--- config.mk ---
export PLATFORM = sky130hd
export DESIGN_NAME = connection_timeout_min_heap
export DESIGN_NICKNAME = d
export VERILOG_FILES = /design/src/rtl/ctmh_pkg.sv /design/src/rtl/ctmh_ram.sv /design/src/rtl/ctmh_datapath.sv /design/src/rtl/ctmh_ctrl.sv /design/src/rtl/connection_timeout_min_heap.sv
export SDC_FILE = /design/constraint.sdc
export NUM_CORES = 2
export LEC_CHECK = 0
export BUFFER_PORTS_ARGS = -buffer_cell sky130_fd_sc_hd__buf_4
export CORE_MARGIN = 3
export CORE_UTILIZATION = 55
export DETAILED_ROUTE_END_ITERATION = 12
export MAX_ROUTING_LAYER = met4
export PLACE_DENSITY_LB_ADDON = 0.15
export SYNTH_ARGS = -nofsm -noshare
export SYNTH_HDL_FRONTEND = slang
export SYNTH_SLANG_ARGS = --single-unit
--- constraint.sdc ---
create_clock -name i_clk -period 8.1 [get_ports i_clk]
set_input_delay 0.81 -clock i_clk [delete_from_list [all_inputs] [get_ports i_clk]]
set_output_delay 0.81 -clock i_clk [all_outputs]
set_load 0.02 [all_outputs]
--- src/rtl/ctmh_pkg.sv ---
// Shared types and codes for the connection timeout min-heap.
package ctmh_pkg;

    localparam int ID_W     = 6;
    localparam int ID_SPACE = 64;
    localparam int REQ_W    = 3;
    localparam int ST_W     = 3;
    localparam int CFG_W    = 32;
    localparam int IN_TIME_W = 32;
    localparam logic [CFG_W-1:0] TIMEOUT_RESET = 32'd60;

    localparam logic [REQ_W-1:0] REQ_REGISTER   = 3'd0;
    localparam logic [REQ_W-1:0] REQ_UNREGISTER = 3'd1;
    localparam logic [REQ_W-1:0] REQ_REACTIVATE = 3'd2;
    localparam logic [REQ_W-1:0] REQ_EXPIRE     = 3'd3;
    localparam logic [REQ_W-1:0] REQ_PRUNE      = 3'd4;

    localparam logic [ST_W-1:0] ST_OK     = 3'd0;
    localparam logic [ST_W-1:0] ST_FULL   = 3'd1;
    localparam logic [ST_W-1:0] ST_BADID  = 3'd2;
    localparam logic [ST_W-1:0] ST_PRUNED = 3'd3;
    localparam logic [ST_W-1:0] ST_NONE   = 3'd4;

    typedef enum logic [3:0] {
        S_IDLE, S_DISP, S_SLOT, S_TAIL, S_UP_RD, S_UP_CMP,
        S_DN_L, S_DN_R, S_DN_CMP, S_FINAL, S_PR_START, S_PR_CHK
    } t_state;

    typedef enum logic [3:0] {
        DP_NOP, DP_LOAD, DP_REG_INIT, DP_SLOT_RD, DP_UNREG, DP_REKEY,
        DP_TAKE_TAIL, DP_UP_RD, DP_UP_MOVE, DP_RD_L, DP_RD_R, DP_DN_MOVE,
        DP_FINAL, DP_PR_INIT, DP_ROOT_RD, DP_POP
    } t_dp_op;

    typedef enum logic [1:0] {
        SRC_REQ, SRC_PEND, SRC_ZERO
    } t_id_src;

    typedef struct packed {
        t_dp_op          op;
        logic            emit;
        logic [ST_W-1:0] emit_status;
        logic            emit_last;
        t_id_src         emit_src;
    } t_ctl;

    typedef struct packed {
        logic [REQ_W-1:0] req;
        logic             present;
        logic             full;
        logic             cnt_zero;
        logic             slot_ok;
        logic             pos_zero;
        logic             pos_eq_cnt;
        logic             up_less;
        logic             l_in;
        logic             dn_move;
        logic             expired;
        logic             pend_v;
    } t_sts;

endpackage

--- src/rtl/ctmh_ram.sv ---
// Generic single-write, single-read RAM with registered read data.
module ctmh_ram #(
    parameter int WIDTH = 8,
    parameter int DEPTH = 16
) (
    input  logic                     i_clk,
    input  logic                     i_we,
    input  logic [$clog2(DEPTH)-1:0] i_waddr,
    input  logic [WIDTH-1:0]         i_wdata,
    input  logic [$clog2(DEPTH)-1:0] i_raddr,
    output logic [WIDTH-1:0]         o_rdata
);
    logic [WIDTH-1:0] r_mem [DEPTH];
    logic [WIDTH-1:0] r_rdata;

    always_ff @(posedge i_clk) begin
        if (i_we) begin
            r_mem[i_waddr] <= i_wdata;
        end
        r_rdata <= r_mem[i_raddr];
    end

    assign o_rdata = r_rdata;
endmodule

--- src/rtl/ctmh_datapath.sv ---
// Heap datapath: request registers, heap and slot memories, compare logic, result registers.
module ctmh_datapath
    import ctmh_pkg::*;
#(
    parameter int HEAP_DEPTH = 64,
    parameter int TIME_BITS  = 32
) (
    input  logic                 i_clk,
    input  logic                 i_rst_n,
    input  t_ctl                 i_ctl,
    output t_sts                 o_sts,
    input  logic                 i_cfg_we,
    input  logic [CFG_W-1:0]     i_cfg_wdata,
    input  logic [REQ_W-1:0]     i_req_type,
    input  logic [ID_W-1:0]      i_conn_id,
    input  logic [IN_TIME_W-1:0] i_now_time,
    output logic                 o_valid,
    output logic [ST_W-1:0]      o_status,
    output logic [ID_W-1:0]      o_out_id,
    output logic                 o_last
);
    localparam int POS_W = $clog2(HEAP_DEPTH);
    localparam int CNT_W = $clog2(HEAP_DEPTH + 1);
    localparam int CW    = POS_W + 2;
    localparam int AGE_W = (TIME_BITS > CFG_W) ? TIME_BITS : CFG_W;
    localparam int HW    = ID_W + TIME_BITS;

    logic [REQ_W-1:0]     r_req;
    logic [ID_W-1:0]      r_id;
    logic [TIME_BITS-1:0] r_now;
    logic [POS_W-1:0]     r_pos;
    logic [CNT_W-1:0]     r_cnt;
    logic [ID_W-1:0]      r_eid;
    logic [TIME_BITS-1:0] r_ekey;
    logic [ID_W-1:0]      r_cid;
    logic [TIME_BITS-1:0] r_ckey;
    logic                 r_use_r;
    logic [ID_SPACE-1:0]  r_present;
    logic [ID_W-1:0]      r_pend_id;
    logic                 r_pend_v;
    logic [CFG_W-1:0]     r_timeout;
    logic                 r_valid;
    logic [ST_W-1:0]      r_status;
    logic [ID_W-1:0]      r_out_id;
    logic                 r_last;

    logic [HW-1:0]        heap_rdata, heap_wdata;
    logic [POS_W-1:0]     heap_raddr;
    logic                 heap_we;
    logic [POS_W-1:0]     slot_rdata;
    logic [ID_W-1:0]      slot_waddr;
    logic                 slot_we;

    logic [ID_W-1:0]      rd_id;
    logic [TIME_BITS-1:0] rd_key;
    logic [CW-1:0]        l_idx, r_idx, cnt_x, pos_x;
    logic [POS_W-1:0]     parent;
    logic [CNT_W-1:0]     cnt_m1;
    logic                 take_r;
    logic [ID_W-1:0]      pick_id;
    logic [TIME_BITS-1:0] pick_key;
    logic [POS_W-1:0]     pick_pos;
    logic [TIME_BITS-1:0] age;
    logic [63:0]          now_ext;

    assign rd_id   = heap_rdata[HW-1:TIME_BITS];
    assign rd_key  = heap_rdata[TIME_BITS-1:0];
    assign pos_x   = CW'(r_pos);
    assign cnt_x   = CW'(r_cnt);
    assign l_idx   = (pos_x << 1) + CW'(1);
    assign r_idx   = l_idx + CW'(1);
    assign parent  = POS_W'((r_pos - POS_W'(1)) >> 1);
    assign cnt_m1  = r_cnt - CNT_W'(1);
    // on a tie the right child wins
    assign take_r  = r_use_r && !(r_ckey < rd_key);
    assign pick_id  = take_r ? rd_id : r_cid;
    assign pick_key = take_r ? rd_key : r_ckey;
    assign pick_pos = take_r ? r_idx[POS_W-1:0] : l_idx[POS_W-1:0];
    assign age      = r_now - rd_key;
    assign now_ext  = 64'(i_now_time);

    always_comb begin
        heap_we    = 1'b0;
        heap_wdata = {r_eid, r_ekey};
        heap_raddr = '0;
        slot_we    = 1'b0;
        slot_waddr = r_eid;
        case (i_ctl.op)
            DP_UP_RD:   heap_raddr = parent;
            DP_UNREG:   heap_raddr = cnt_m1[POS_W-1:0];
            DP_POP:     heap_raddr = cnt_m1[POS_W-1:0];
            DP_RD_L:    heap_raddr = l_idx[POS_W-1:0];
            DP_RD_R:    heap_raddr = r_idx[POS_W-1:0];
            DP_ROOT_RD: heap_raddr = '0;
            DP_UP_MOVE: begin
                heap_we    = 1'b1;
                heap_wdata = heap_rdata;
                slot_we    = 1'b1;
                slot_waddr = rd_id;
            end
            DP_DN_MOVE: begin
                heap_we    = 1'b1;
                heap_wdata = {pick_id, pick_key};
                slot_we    = 1'b1;
                slot_waddr = pick_id;
            end
            DP_FINAL: begin
                heap_we = 1'b1;
                slot_we = 1'b1;
            end
            default: ;
        endcase
    end

    ctmh_ram #(.WIDTH(HW), .DEPTH(HEAP_DEPTH)) u_heap_ram (
        .i_clk   (i_clk),
        .i_we    (heap_we),
        .i_waddr (r_pos),
        .i_wdata (heap_wdata),
        .i_raddr (heap_raddr),
        .o_rdata (heap_rdata)
    );

    ctmh_ram #(.WIDTH(POS_W), .DEPTH(ID_SPACE)) u_slot_ram (
        .i_clk   (i_clk),
        .i_we    (slot_we),
        .i_waddr (slot_waddr),
        .i_wdata (r_pos),
        .i_raddr (r_id),
        .o_rdata (slot_rdata)
    );

    always_ff @(posedge i_clk) begin
        if (!i_rst_n) begin
            r_cnt     <= '0;
            r_present <= '0;
            r_pend_v  <= 1'b0;
            r_timeout <= TIMEOUT_RESET;
            r_valid   <= 1'b0;
        end else begin
            if (i_cfg_we) begin
                r_timeout <= i_cfg_wdata;
            end
            case (i_ctl.op)
                DP_LOAD: begin
                    r_req <= i_req_type;
                    r_id  <= i_conn_id;
                    r_now <= now_ext[TIME_BITS-1:0];
                end
                DP_REG_INIT: begin
                    r_eid           <= r_id;
                    r_ekey          <= r_now;
                    r_pos           <= r_cnt[POS_W-1:0];
                    r_cnt           <= r_cnt + CNT_W'(1);
                    r_present[r_id] <= 1'b1;
                end
                DP_UNREG: begin
                    r_pos           <= slot_rdata;
                    r_cnt           <= cnt_m1;
                    r_present[r_id] <= 1'b0;
                end
                DP_REKEY: begin
                    r_pos  <= slot_rdata;
                    r_eid  <= r_id;
                    r_ekey <= (r_req == REQ_REACTIVATE) ? r_now : '0;
                end
                DP_TAKE_TAIL: begin
                    r_eid  <= rd_id;
                    r_ekey <= rd_key;
                end
                DP_UP_MOVE: r_pos <= parent;
                DP_RD_R: begin
                    r_cid   <= rd_id;
                    r_ckey  <= rd_key;
                    r_use_r <= r_idx < cnt_x;
                end
                DP_DN_MOVE: r_pos <= pick_pos;
                DP_PR_INIT: r_pend_v <= 1'b0;
                DP_POP: begin
                    r_pend_id        <= rd_id;
                    r_pend_v         <= 1'b1;
                    r_present[rd_id] <= 1'b0;
                    r_cnt            <= cnt_m1;
                    r_pos            <= '0;
                end
                default: ;
            endcase
            r_valid <= i_ctl.emit;
        end
    end

    always_ff @(posedge i_clk) begin
        if (i_ctl.emit) begin
            r_status <= i_ctl.emit_status;
            r_last   <= i_ctl.emit_last;
            case (i_ctl.emit_src)
                SRC_REQ:  r_out_id <= r_id;
                SRC_PEND: r_out_id <= r_pend_id;
                default:  r_out_id <= '0;
            endcase
        end
    end

    always_comb begin
        o_sts.req        = r_req;
        o_sts.present    = r_present[r_id];
        o_sts.full       = r_cnt >= CNT_W'(HEAP_DEPTH);
        o_sts.cnt_zero   = r_cnt == '0;
        o_sts.slot_ok    = CNT_W'(slot_rdata) < r_cnt;
        o_sts.pos_zero   = r_pos == '0;
        o_sts.pos_eq_cnt = pos_x == cnt_x;
        o_sts.up_less    = r_ekey < rd_key;
        o_sts.l_in       = l_idx < cnt_x;
        o_sts.dn_move    = r_ekey > pick_key;
        o_sts.expired    = AGE_W'(age) >= AGE_W'(r_timeout);
        o_sts.pend_v     = r_pend_v;
    end

    assign o_valid  = r_valid;
    assign o_status = r_status;
    assign o_out_id = r_out_id;
    assign o_last   = r_last;
endmodule

--- src/rtl/ctmh_ctrl.sv ---
// Request sequencer: dispatch, sift up/down steps and the prune loop.
module ctmh_ctrl
    import ctmh_pkg::*;
(
    input  logic i_clk,
    input  logic i_rst_n,
    input  logic i_start,
    output logic o_busy,
    input  t_sts i_sts,
    output t_ctl o_ctl
);
    t_state r_state, n_state;
    logic   r_moved, n_moved;

    always_ff @(posedge i_clk) begin
        if (!i_rst_n) begin
            r_state <= S_IDLE;
            r_moved <= 1'b0;
        end else begin
            r_state <= n_state;
            r_moved <= n_moved;
        end
    end

    always_comb begin
        n_state = r_state;
        n_moved = r_moved;
        case (r_state)
            S_IDLE: if (i_start) n_state = S_DISP;
            S_DISP: begin
                n_moved = 1'b0;
                if (i_sts.req == REQ_REGISTER) begin
                    n_state = (i_sts.present || i_sts.full) ? S_IDLE : S_UP_RD;
                end else if (i_sts.req == REQ_PRUNE) begin
                    n_state = S_PR_START;
                end else if (i_sts.req == REQ_UNREGISTER || i_sts.req == REQ_REACTIVATE ||
                             i_sts.req == REQ_EXPIRE) begin
                    n_state = i_sts.present ? S_SLOT : S_IDLE;
                end else begin
                    n_state = S_IDLE;
                end
            end
            S_SLOT: begin
                if (!i_sts.slot_ok) n_state = S_IDLE;
                else if (i_sts.req == REQ_UNREGISTER) n_state = S_TAIL;
                else n_state = S_UP_RD;
            end
            S_TAIL: begin
                n_moved = 1'b0;
                if (!i_sts.pos_eq_cnt) n_state = S_UP_RD;
                else if (i_sts.req == REQ_PRUNE) n_state = S_PR_START;
                else n_state = S_IDLE;
            end
            S_UP_RD: begin
                if (!i_sts.pos_zero) n_state = S_UP_CMP;
                else n_state = r_moved ? S_FINAL : S_DN_L;
            end
            S_UP_CMP: begin
                if (i_sts.up_less) begin
                    n_state = S_UP_RD;
                    n_moved = 1'b1;
                end else begin
                    n_state = r_moved ? S_FINAL : S_DN_L;
                end
            end
            S_DN_L:   n_state = i_sts.l_in ? S_DN_R : S_FINAL;
            S_DN_R:   n_state = S_DN_CMP;
            S_DN_CMP: n_state = i_sts.dn_move ? S_DN_L : S_FINAL;
            S_FINAL:  n_state = (i_sts.req == REQ_PRUNE) ? S_PR_START : S_IDLE;
            S_PR_START: n_state = i_sts.cnt_zero ? S_IDLE : S_PR_CHK;
            S_PR_CHK:   n_state = i_sts.expired ? S_TAIL : S_IDLE;
            default: n_state = S_IDLE;
        endcase
    end

    always_comb begin
        o_ctl             = '0;
        o_ctl.op          = DP_NOP;
        o_ctl.emit_src    = SRC_REQ;
        o_ctl.emit_status = ST_OK;
        o_ctl.emit_last   = 1'b1;
        case (r_state)
            S_IDLE: if (i_start) o_ctl.op = DP_LOAD;
            S_DISP: begin
                if (i_sts.req == REQ_REGISTER) begin
                    if (i_sts.present) begin
                        o_ctl.emit        = 1'b1;
                        o_ctl.emit_status = ST_BADID;
                    end else if (i_sts.full) begin
                        o_ctl.emit        = 1'b1;
                        o_ctl.emit_status = ST_FULL;
                    end else begin
                        o_ctl.op = DP_REG_INIT;
                    end
                end else if (i_sts.req == REQ_PRUNE) begin
                    o_ctl.op = DP_PR_INIT;
                end else if (i_sts.req == REQ_UNREGISTER || i_sts.req == REQ_REACTIVATE ||
                             i_sts.req == REQ_EXPIRE) begin
                    if (i_sts.present) begin
                        o_ctl.op = DP_SLOT_RD;
                    end else begin
                        o_ctl.emit        = 1'b1;
                        o_ctl.emit_status = ST_BADID;
                    end
                end
            end
            S_SLOT: begin
                if (!i_sts.slot_ok) begin
                    o_ctl.emit        = 1'b1;
                    o_ctl.emit_status = ST_BADID;
                end else if (i_sts.req == REQ_UNREGISTER) begin
                    o_ctl.op = DP_UNREG;
                end else begin
                    o_ctl.op = DP_REKEY;
                end
            end
            S_TAIL: begin
                if (!i_sts.pos_eq_cnt) o_ctl.op = DP_TAKE_TAIL;
                else if (i_sts.req != REQ_PRUNE) o_ctl.emit = 1'b1;
            end
            S_UP_RD:  if (!i_sts.pos_zero) o_ctl.op = DP_UP_RD;
            S_UP_CMP: if (i_sts.up_less) o_ctl.op = DP_UP_MOVE;
            S_DN_L:   if (i_sts.l_in) o_ctl.op = DP_RD_L;
            S_DN_R:   o_ctl.op = DP_RD_R;
            S_DN_CMP: if (i_sts.dn_move) o_ctl.op = DP_DN_MOVE;
            S_FINAL: begin
                o_ctl.op   = DP_FINAL;
                o_ctl.emit = i_sts.req != REQ_PRUNE;
            end
            S_PR_START, S_PR_CHK: begin
                if (r_state == S_PR_START && !i_sts.cnt_zero) begin
                    o_ctl.op = DP_ROOT_RD;
                end else if (r_state == S_PR_CHK && i_sts.expired) begin
                    // previous pruned id goes out now that another follows
                    o_ctl.op          = DP_POP;
                    o_ctl.emit        = i_sts.pend_v;
                    o_ctl.emit_status = ST_PRUNED;
                    o_ctl.emit_last   = 1'b0;
                    o_ctl.emit_src    = SRC_PEND;
                end else begin
                    o_ctl.emit        = 1'b1;
                    o_ctl.emit_status = i_sts.pend_v ? ST_PRUNED : ST_NONE;
                    o_ctl.emit_src    = i_sts.pend_v ? SRC_PEND : SRC_ZERO;
                end
            end
            default: ;
        endcase
    end

    assign o_busy = r_state != S_IDLE;
endmodule

--- src/rtl/connection_timeout_min_heap.sv ---
// Top level of the connection timeout min-heap timer queue.
// One request is taken at a time (start while not busy). Lookups, each sift-up level
// and each sift-down level go through the single read port of the heap RAM, and a
// prune keeps busy high while it pops each expired id in turn. The final result of a
// request shows in the same cycle that busy drops. Results appear as one-cycle
// strobes on o_valid and must be taken when shown; the receiver cannot stall them.
module connection_timeout_min_heap
    import ctmh_pkg::*;
#(
    parameter int HEAP_DEPTH = 64,
    parameter int TIME_BITS  = 32
) (
    input  logic                 i_clk,
    input  logic                 i_rst_n,
    input  logic                 i_start,
    output logic                 o_busy,
    input  logic                 i_cfg_we,
    input  logic [CFG_W-1:0]     i_cfg_wdata,
    input  logic [REQ_W-1:0]     i_req_type,
    input  logic [ID_W-1:0]      i_conn_id,
    input  logic [IN_TIME_W-1:0] i_now_time,
    output logic                 o_valid,
    output logic [ST_W-1:0]      o_status,
    output logic [ID_W-1:0]      o_out_id,
    output logic                 o_last
);
    t_ctl ctl;
    t_sts sts;

    ctmh_ctrl u_ctrl (
        .i_clk   (i_clk),
        .i_rst_n (i_rst_n),
        .i_start (i_start),
        .o_busy  (o_busy),
        .i_sts   (sts),
        .o_ctl   (ctl)
    );

    ctmh_datapath #(.HEAP_DEPTH(HEAP_DEPTH), .TIME_BITS(TIME_BITS)) u_dp (
        .i_clk       (i_clk),
        .i_rst_n     (i_rst_n),
        .i_ctl       (ctl),
        .o_sts       (sts),
        .i_cfg_we    (i_cfg_we),
        .i_cfg_wdata (i_cfg_wdata),
        .i_req_type  (i_req_type),
        .i_conn_id   (i_conn_id),
        .i_now_time  (i_now_time),
        .o_valid     (o_valid),
        .o_status    (o_status),
        .o_out_id    (o_out_id),
        .o_last      (o_last)
    );

`ifndef SYNTH
    a_result_while_busy: assert property (@(posedge i_clk) disable iff (!i_rst_n)
        o_valid |-> $past(o_busy))
        else $error("result strobe without a request in flight");

    a_more_follows: assert property (@(posedge i_clk) disable iff (!i_rst_n)
        (o_valid && !o_last) |-> o_busy)
        else $error("non-final result but sequencer idle");

    a_none_is_last: assert property (@(posedge i_clk) disable iff (!i_rst_n)
        (o_valid && (o_status == ST_NONE || o_status == ST_OK)) |-> o_last)
        else $error("single-result status not marked last");
`endif
endmodule
* After elaboration in Yosys (flattened, before gate mapping)
Memories as Yosys holds them, arrays and structs flattened. A register that Yosys moved wholly into a read port is not among the register bits.
Index checks and enable logic that the tools add are counted.
** Storage, ports and cells
- Register bits :: 250
- Memory bits (writable) :: 2816
- Input port bits :: 77
- Output and inout bits :: 12
- Memories :: 2
** Memory list
- u_dp.u_heap_ram.r_mem :: words 64, bits a word 38, read ports 1, clocked after Yosys merged registers in 1, wr ports 1, line ctmh_ram.sv:13 : logic [WIDTH-1:0] r_mem [DEPTH];
- u_dp.u_slot_ram.r_mem :: words 64, bits a word 6, read ports 1, clocked after Yosys merged registers in 1, wr ports 1, line ctmh_ram.sv:13
** Cells by class
- $add $sub $neg :: 6
- Magnitude comparators :: 12
- Equal/unequal tests :: 33
- Multiplexer cells :: 76
- Bitwise gates (word level) :: 6
- Reductions and logical operators :: 37
** Operators by type and width (number)
- one-hot mux 64 bit (3 select lines) :: 1
- AND 64 bit :: 2
- NOT 64 bit :: 2
- two-way mux 4 bit :: 25
- one-hot mux 32 bit (3 select lines) :: 1
- one-hot mux 38 bit (2 select lines) :: 1
- < comparator 32 bit :: 2
- two-way mux 32 bit :: 2
- bitwise OR 64 bit :: 1
- one-hot mux 4 bit (12 select lines) :: 1
- == test 4 bit, second input constant :: 11
- one-hot mux 4 bit (11 select lines) :: 1
- one-hot mux 6 bit (2 select lines) :: 3
- == test 4 x 3 -> 1 bit, second input constant :: 8
- greater-or-equal comparator 32 bit :: 1
- > comparator 32 bit :: 1
- subtractor 32 bit :: 1
- one-hot mux 6 bit (5 select lines) :: 1
- one-hot mux 6 bit (4 select lines) :: 1
- two-way mux 3 bit :: 6
- two-way mux 6 bit :: 3
- < comparator 8 x 7 -> 1 bit :: 2
- two-way mux 2 bit :: 8
- < comparator 6 x 7 -> 1 bit, second input constant :: 2
- 42 further kinds :: 83

* Logic depth before layout (Yosys ltp)
- Word-level depth :: 12
- Gate-level depth with buffers :: 31

* Cells and area by module
Synthesis repeated with hierarchy kept, for this count alone.
** Second synthesis, totals
- Cell total of the unflattened synthesis :: 6749
- Area, all modules :: 126233.6 um^2
** Modules (own cells, without submodules)
- ctmh_ram at u_dp.u_heap_ram :: times used 1, cells an instance 4147, area an instance 93469.6 um^2, sequential area each 73790.8 um^2
- ctmh_datapath :: times used 1, cells an instance 1766, area an instance 16711.0 um^2, sequential area each 6306.0 um^2
- ctmh_ram at u_dp.u_slot_ram :: times used 1, cells an instance 720, area an instance 15225.9 um^2, sequential area each 11651.2 um^2
- ctmh_ctrl :: times used 1, cells an instance 116, area an instance 827.0 um^2, sequential area each 100.1 um^2

* Least setup slack after synthesis
No wires, ideal clock.
- Kind :: register -> register
- Start :: register u_dp.u_heap_ram.r_rdata[6], in the netlist u_dp.u_heap_ram.o_rdata[6], read port of u_dp.u_heap_ram.r_mem
- End :: memory u_dp.u_heap_ram.r_mem[0][10] (netlist bit) (data pin)
- Arrival :: 6.615 ns
- Required time :: 7.398 ns
- Slack :: 0.783 ns
- Cell stages (with the launch flop) :: 21
- Path buffers :: 4
- Period minus slack after synthesis :: 7.317 ns
- Cell sequence :: dfxtp_1 > inv_1 > ha_1 > o21ai_0 > a211oi_1 > o31ai_1 > nand3_1 > a31oi_1 > o21ai_1 > clkbuf_1 > clkbuf_1 > mux2i_1 > ha_1 > and3_1 > nand3_1 > nor4_1 > a21boi_0 > o211ai_1 > clkbuf_1 > clkbuf_1 > o21ai_0
** Between the ends
- Cells in the longest elaborated chain, start to end :: 9
- Elaborated cells between the ends (all ways) :: 17
- Those cells by class :: add/sub: 1; order compare: 4; eq/ne: 2; mux: 7; reduce/logical: 3
** Ends and longest elaborated chain
- start, declared :: line ctmh_ram.sv:14 : logic [WIDTH-1:0] r_rdata;
- < comparator 32 bit :: line ctmh_datapath.sv:75 : assign take_r = r_use_r && !(r_ckey < rd_key);
- logical NOT 1 bit :: line ctmh_datapath.sv:75
- logical AND 1 bit :: line ctmh_datapath.sv:75
- two-way mux 32 bit :: line ctmh_datapath.sv:77 : assign pick_key = take_r ? rd_key : r_ckey;
- > comparator 32 bit :: line ctmh_datapath.sv:214 : o_sts.dn_move = r_ekey > pick_key;
- two-way mux 4 bit :: line ctmh_ctrl.sv:125 : S_DN_CMP: if (i_sts.dn_move) o_ctl.op = DP_DN_MOVE;
- one-hot mux 4 bit (11 select lines) :: line ctmh_ctrl.sv:82 : case (r_state)
- == test 4 bit :: line ctmh_datapath.sv:88 : case (i_ctl.op)
- one-hot mux 38 bit (2 select lines) * :: line ctmh_datapath.sv:88
- named net u_dp.heap_wdata[10] :: line ctmh_datapath.sv:47 : logic [HW-1:0] heap_rdata, heap_wdata;
- end, declared :: line ctmh_ram.sv:13
The timed path passes the listed nets; every way through them passes the cells marked *.

* Worst setup path in the final report
- Start :: register u_dp.u_heap_ram.r_rdata[1], in the netlist u_dp.u_heap_ram.o_rdata[1], read port of u_dp.u_heap_ram.r_mem
- End :: register u_dp.u_heap_ram.r_rdata[28], in the netlist u_dp.u_heap_ram.o_rdata[28], read port of u_dp.u_heap_ram.r_mem
** Between the ends
- Cells in the longest elaborated chain, start to end :: 10
- Elaborated cells between the ends (all ways) :: 21
- Those cells by class :: add/sub: 1; order compare: 4; eq/ne: 5; mux: 7; reduce/logical: 4
** Ends and longest elaborated chain (line)
- < comparator 32 bit :: ctmh_datapath.sv:75
- logical NOT 1 bit :: ctmh_datapath.sv:75
- logical AND 1 bit :: ctmh_datapath.sv:75
- two-way mux 32 bit :: ctmh_datapath.sv:77
- > comparator 32 bit :: ctmh_datapath.sv:214
- two-way mux 4 bit :: ctmh_ctrl.sv:125
- one-hot mux 4 bit (11 select lines) * :: ctmh_ctrl.sv:82
- == test 4 x 3 -> 1 bit or == test 4 bit (tied branches) :: ctmh_datapath.sv:88
- OR reduction 2 bit (no line)
- one-hot mux 6 bit (4 select lines) * :: ctmh_datapath.sv:88
Mark *: on every way between the ends. The rest lies on a longest branch, timed or not.
A chain may end at the register's enable or synchronous reset.

==> out/qor.txt <==
depth of the worst hold-timing path: 1
max incr delay on CP: 0.57 ns
Avg Inst Size Synth: 13.5 um^2
layout cells sized above 1: 14.0%
Critical Path RT: 8.90 ns
most frequent cells in the layout: 2,956 x edfxtp_1, 1,813 x nand2_1, 583 x buf_4, 581 x nand3_1, 444 x a21oi_1
CP max stage cell: a311oi_2
Clk network pwr share: 43.6%
vias in the first global route: 82,500
internal power: 0.0263 W
initial core utilization: 55.5%
Critical Path End Type: flip-flop
Yosys warnings: 0
clock sinks: 3,110
sequential share of power: 52.8%
RSZ-0062 raised after global routing: no
synthesized area: 128,000 um^2
busiest layer in global routing: met2
Async SR Flop Fraction: 0%
WHS Endpoint: u_dp.r_now[15]$_DFFE_PP_
Hold Worst Slack: 0.0522 ns
Gate power share: 3.5%
Die ar.: 239,000 um^2
top-level port count: 89
Synth Area in Adders: 1.75%
Setup Skew: 0.0929 ns
DRT iter0 DRCs: 12,300
first-pass GRT wire length: 567,000 um
Clk Latency, worst-skew pair: 0.98 ns
fin crit share: 97.5%
DRC: 0
TritonRoute pass-1 iters: 6
Area Growth Syn to Fin: 15.5%
FF-to-FF setup slack: 0.20 ns
hpwl dp: 242,000 um
nets: 10,200
GR Util All Layers: 33.3%
final setup fails: 0
maximum VDD drop: 0.203 mV
Post-Synth XOR/XNOR Area: 0.383%
max_cap viols: 0
largest net degree at the start of global routing: 130
setup TNS: 0 ns
min-delay worst type: in2reg
Die Y: 489 um
met3 Resource Use GR: 6.63%
htree depth: 5
min Tclk post-route: 7.90 ns
cts hold-fix bufs: 0
peak clock frequency supported by timing: 127 MHz
PD cells: 224 nW/um^2
critical-path maximum fanout: 14
WL per Instance: 29.7 um
Slew Viols, Final: 0
TritonCTS clock tree: built
number of CTS-inserted buffers: 331
FF-to-FF Start: u_dp.u_heap_ram.o_rdata[1]$_DFF_P_
final WL: 392,000 um
Root Buffer: clkbuf_16
Most common cell on crit path: a21oi_1
startpoint types: flip-flop
Synth Flop Type: edfxtp_1
largest family of logic cells by synthesized area: simple AND/OR/NAND/NOR gates
# port buffers: 88
Worst-path clk slew: 0.06 ns
grt total ovfl: 0
Core Footprint: 231,000 um^2
Core Util, Final: 64.1%
final setup margin: 0.205 ns
Non-Filler Instances: 13,200
Unique masters post-synth: 99
grt met1 use: 45.8%
GP Congestion: 0.934
Seq/Total Area, Yosys: 71.7%
Vias: 86,400
status: finished clean
number of synthesized register bits: 3,110
leak pwr: 51.5 nW
Net Sw Power: 0.00694 W
Clock Path Buffers: 4
post-synthesis mux area share: 2.15%
Syn Inst Count: 9,464
Slew Limit Headroom: 12.0%
met2 usage: 50.0%
Cells after DPL: 12,600
Worst R2R End: u_dp.u_heap_ram.o_rdata[28]$_DFF_P_
hold_sp: i_now_time[15]
Syn Nets: 9,720
Arr. time, crit path: 8.70 ns
EDFF count, synth: 2,956
most common cell after layout, fill and taps aside: edfxtp_1
Vias/cell: 6.55
Synth Area in Compound Gates: 10.3%
Worst Reg-to-Reg Cells: 29
Filler cells: 16,600
initial antenna violation count: 12
Final Hold Viols: 0
Simple-Gate Fraction of Synth Area: 11.2%
DP Worst Slack: -0.554 ns
Net Sw Frac: 20.9%
crit path kind: reg2reg
post-route ant nets: 0
Worst-Margin Slew: 1.32 ns
die width: 489 um
CP startpoint: u_dp.u_heap_ram.o_rdata[1]$_DFF_P_
row count: 176
sequential cells by signal (all words and copies together) (netlist names), 7 cells and up:
name / cells
u_dp.r_now: 32
u_dp.r_timeout: 32
u_dp.r_ekey: 32
u_dp.u_heap_ram.r_mem: 2432
u_dp.r_cnt: 7
u_dp.r_present: 64
u_dp.r_ckey: 32
u_dp.u_heap_ram.o_rdata: 38
u_dp.u_slot_ram.r_mem: 384
power by group through the flow:
stage               logic (W)  registers, W  clock network, W
floorplan            0.000672        0.0179                 0
global placement      0.00113        0.0179                 0
detailed placement    0.00115        0.0179                 0
CTS                   0.00115        0.0175            0.0146
global route          0.00126        0.0175            0.0152
finish                0.00117        0.0176            0.0145
routing by layer:
layer	vias to the layer above	wire length [um]
met4	0	14900
met1	43000	153000
met2	5398	178000
met3	899	45300
met5	-	0
li1	37100	-
cell usage after synthesis, types with 18 or more instances:
library cell	instances	area share (%)
o221ai_1	39	0.27
nor4_1	27	0.13
nor2b_1	52	0.25
nor2_1	249	0.73
xor2_1	18	0.12
a21o_1	45	0.26
and3_1	237	1.2
inv_1	99	0.29
dfxtp_1	154	2.4
buf_1	53	0.16
a31oi_1	248	1.2
o22ai_1	58	0.28
nand4_1	50	0.24
buf_4	58	0.34
a211oi_1	292	1.7
nand3_1	581	2.3
clkbuf_1	268	0.78
a21oi_1	444	1.7
a22o_1	72	0.49
o211ai_1	37	0.22
mux2_2	28	0.25
nand2b_1	22	0.11
a2111oi_0	47	0.32
a221oi_1	63	0.43
buf_2	237	0.93
o2111ai_1	19	0.13
a22oi_1	149	0.87
nor3_1	62	0.24
a311oi_1	45	0.31
and2_1	26	0.13
nand2_1	1815	5.3
ha_1	178	1.7
edfxtp_1	2956	69
mux2i_1	219	1.7
o21ai_0	176	0.69
xnor2_1	38	0.26
final cells by class:
type | count | area [um^2] | area share [%]
Timing Repair Buffer | 747 | 7640 | 5.16
Inverter | 103 | 387 | 0.261
Sequential cell | 3110 | 91900 | 62.1
Multi-Input combinational cell | 5622 | 34100 | 23.0
Antenna cell | 9 | 22.5 | 0.0152
Clock buffer | 432 | 8960 | 6.06
Tap cell | 3026 | 3790 | 2.56
Clock inverter | 151 | 1260 | 0.850
cells by family (layout without fill, tap and decap cells):
| family | count (synthesis) | after routing |
|---|---|---|
| AO/OA/AOI/OAI | 1915 | 1915 |
| XOR/XNOR | 56 | 56 |
| adder cells (fa/ha/maj) | 179 | 179 |
| buffers and inverters | 732 | 1433 |
| flip-flops | 3110 | 3110 |
| multiplexers | 258 | 258 |
| other | 0 | 9 |
| AND/OR/NAND/NOR | 3214 | 3214 |
how the worst max path moves through the flow:
stage / to / depth (start not counted)
after floorplan: u_dp.u_heap_ram.r_mem[0][10]$_DFFE_PP_ / 20
after detailed placement: u_dp.u_heap_ram.o_rdata[28]$_DFF_P_ / 29
after global placement: u_dp.u_heap_ram.o_rdata[28]$_DFF_P_ / 28
after CTS: u_dp.u_heap_ram.o_rdata[28]$_DFF_P_ / 29
final: u_dp.u_heap_ram.o_rdata[28]$_DFF_P_ / 29
after global routing: u_dp.u_heap_ram.o_rdata[17]$_DFF_P_ / 29
worst max-delay path: cells and delay by family (launching register included):
| kind | cells | cell delay (ns) |
|---|---|---|
| buffers and inverters | 6 | 1.33 |
| XOR/XNOR | 1 | 0.10 |
| flip-flops | 1 | 0.48 |
| AO/OA/AOI/OAI | 14 | 3.22 |
| adder cells (fa/ha/maj) | 2 | 0.79 |
| AND/OR/NAND/NOR | 6 | 1.76 |
per-stage QoR:
step | cell area (um^2) | power [W]
after CTS | 148000 | 0.0333
after floorplan | 128000 | 0.0185
after global placement | 138000 | 0.0190
final | 148000 | 0.0332
after global routing | 148000 | 0.0340
after detailed placement | 138000 | 0.0190
what timing repair did:
item | CTS | global route
resized for setup | 9 | 15
gates cloned | 0 | 1
buffers inserted | 0 | 1
setup endpoints to repair | 16 | 150
pin swaps | 0 | 3
No activity file was read; power rests on OpenSTA's default activity.
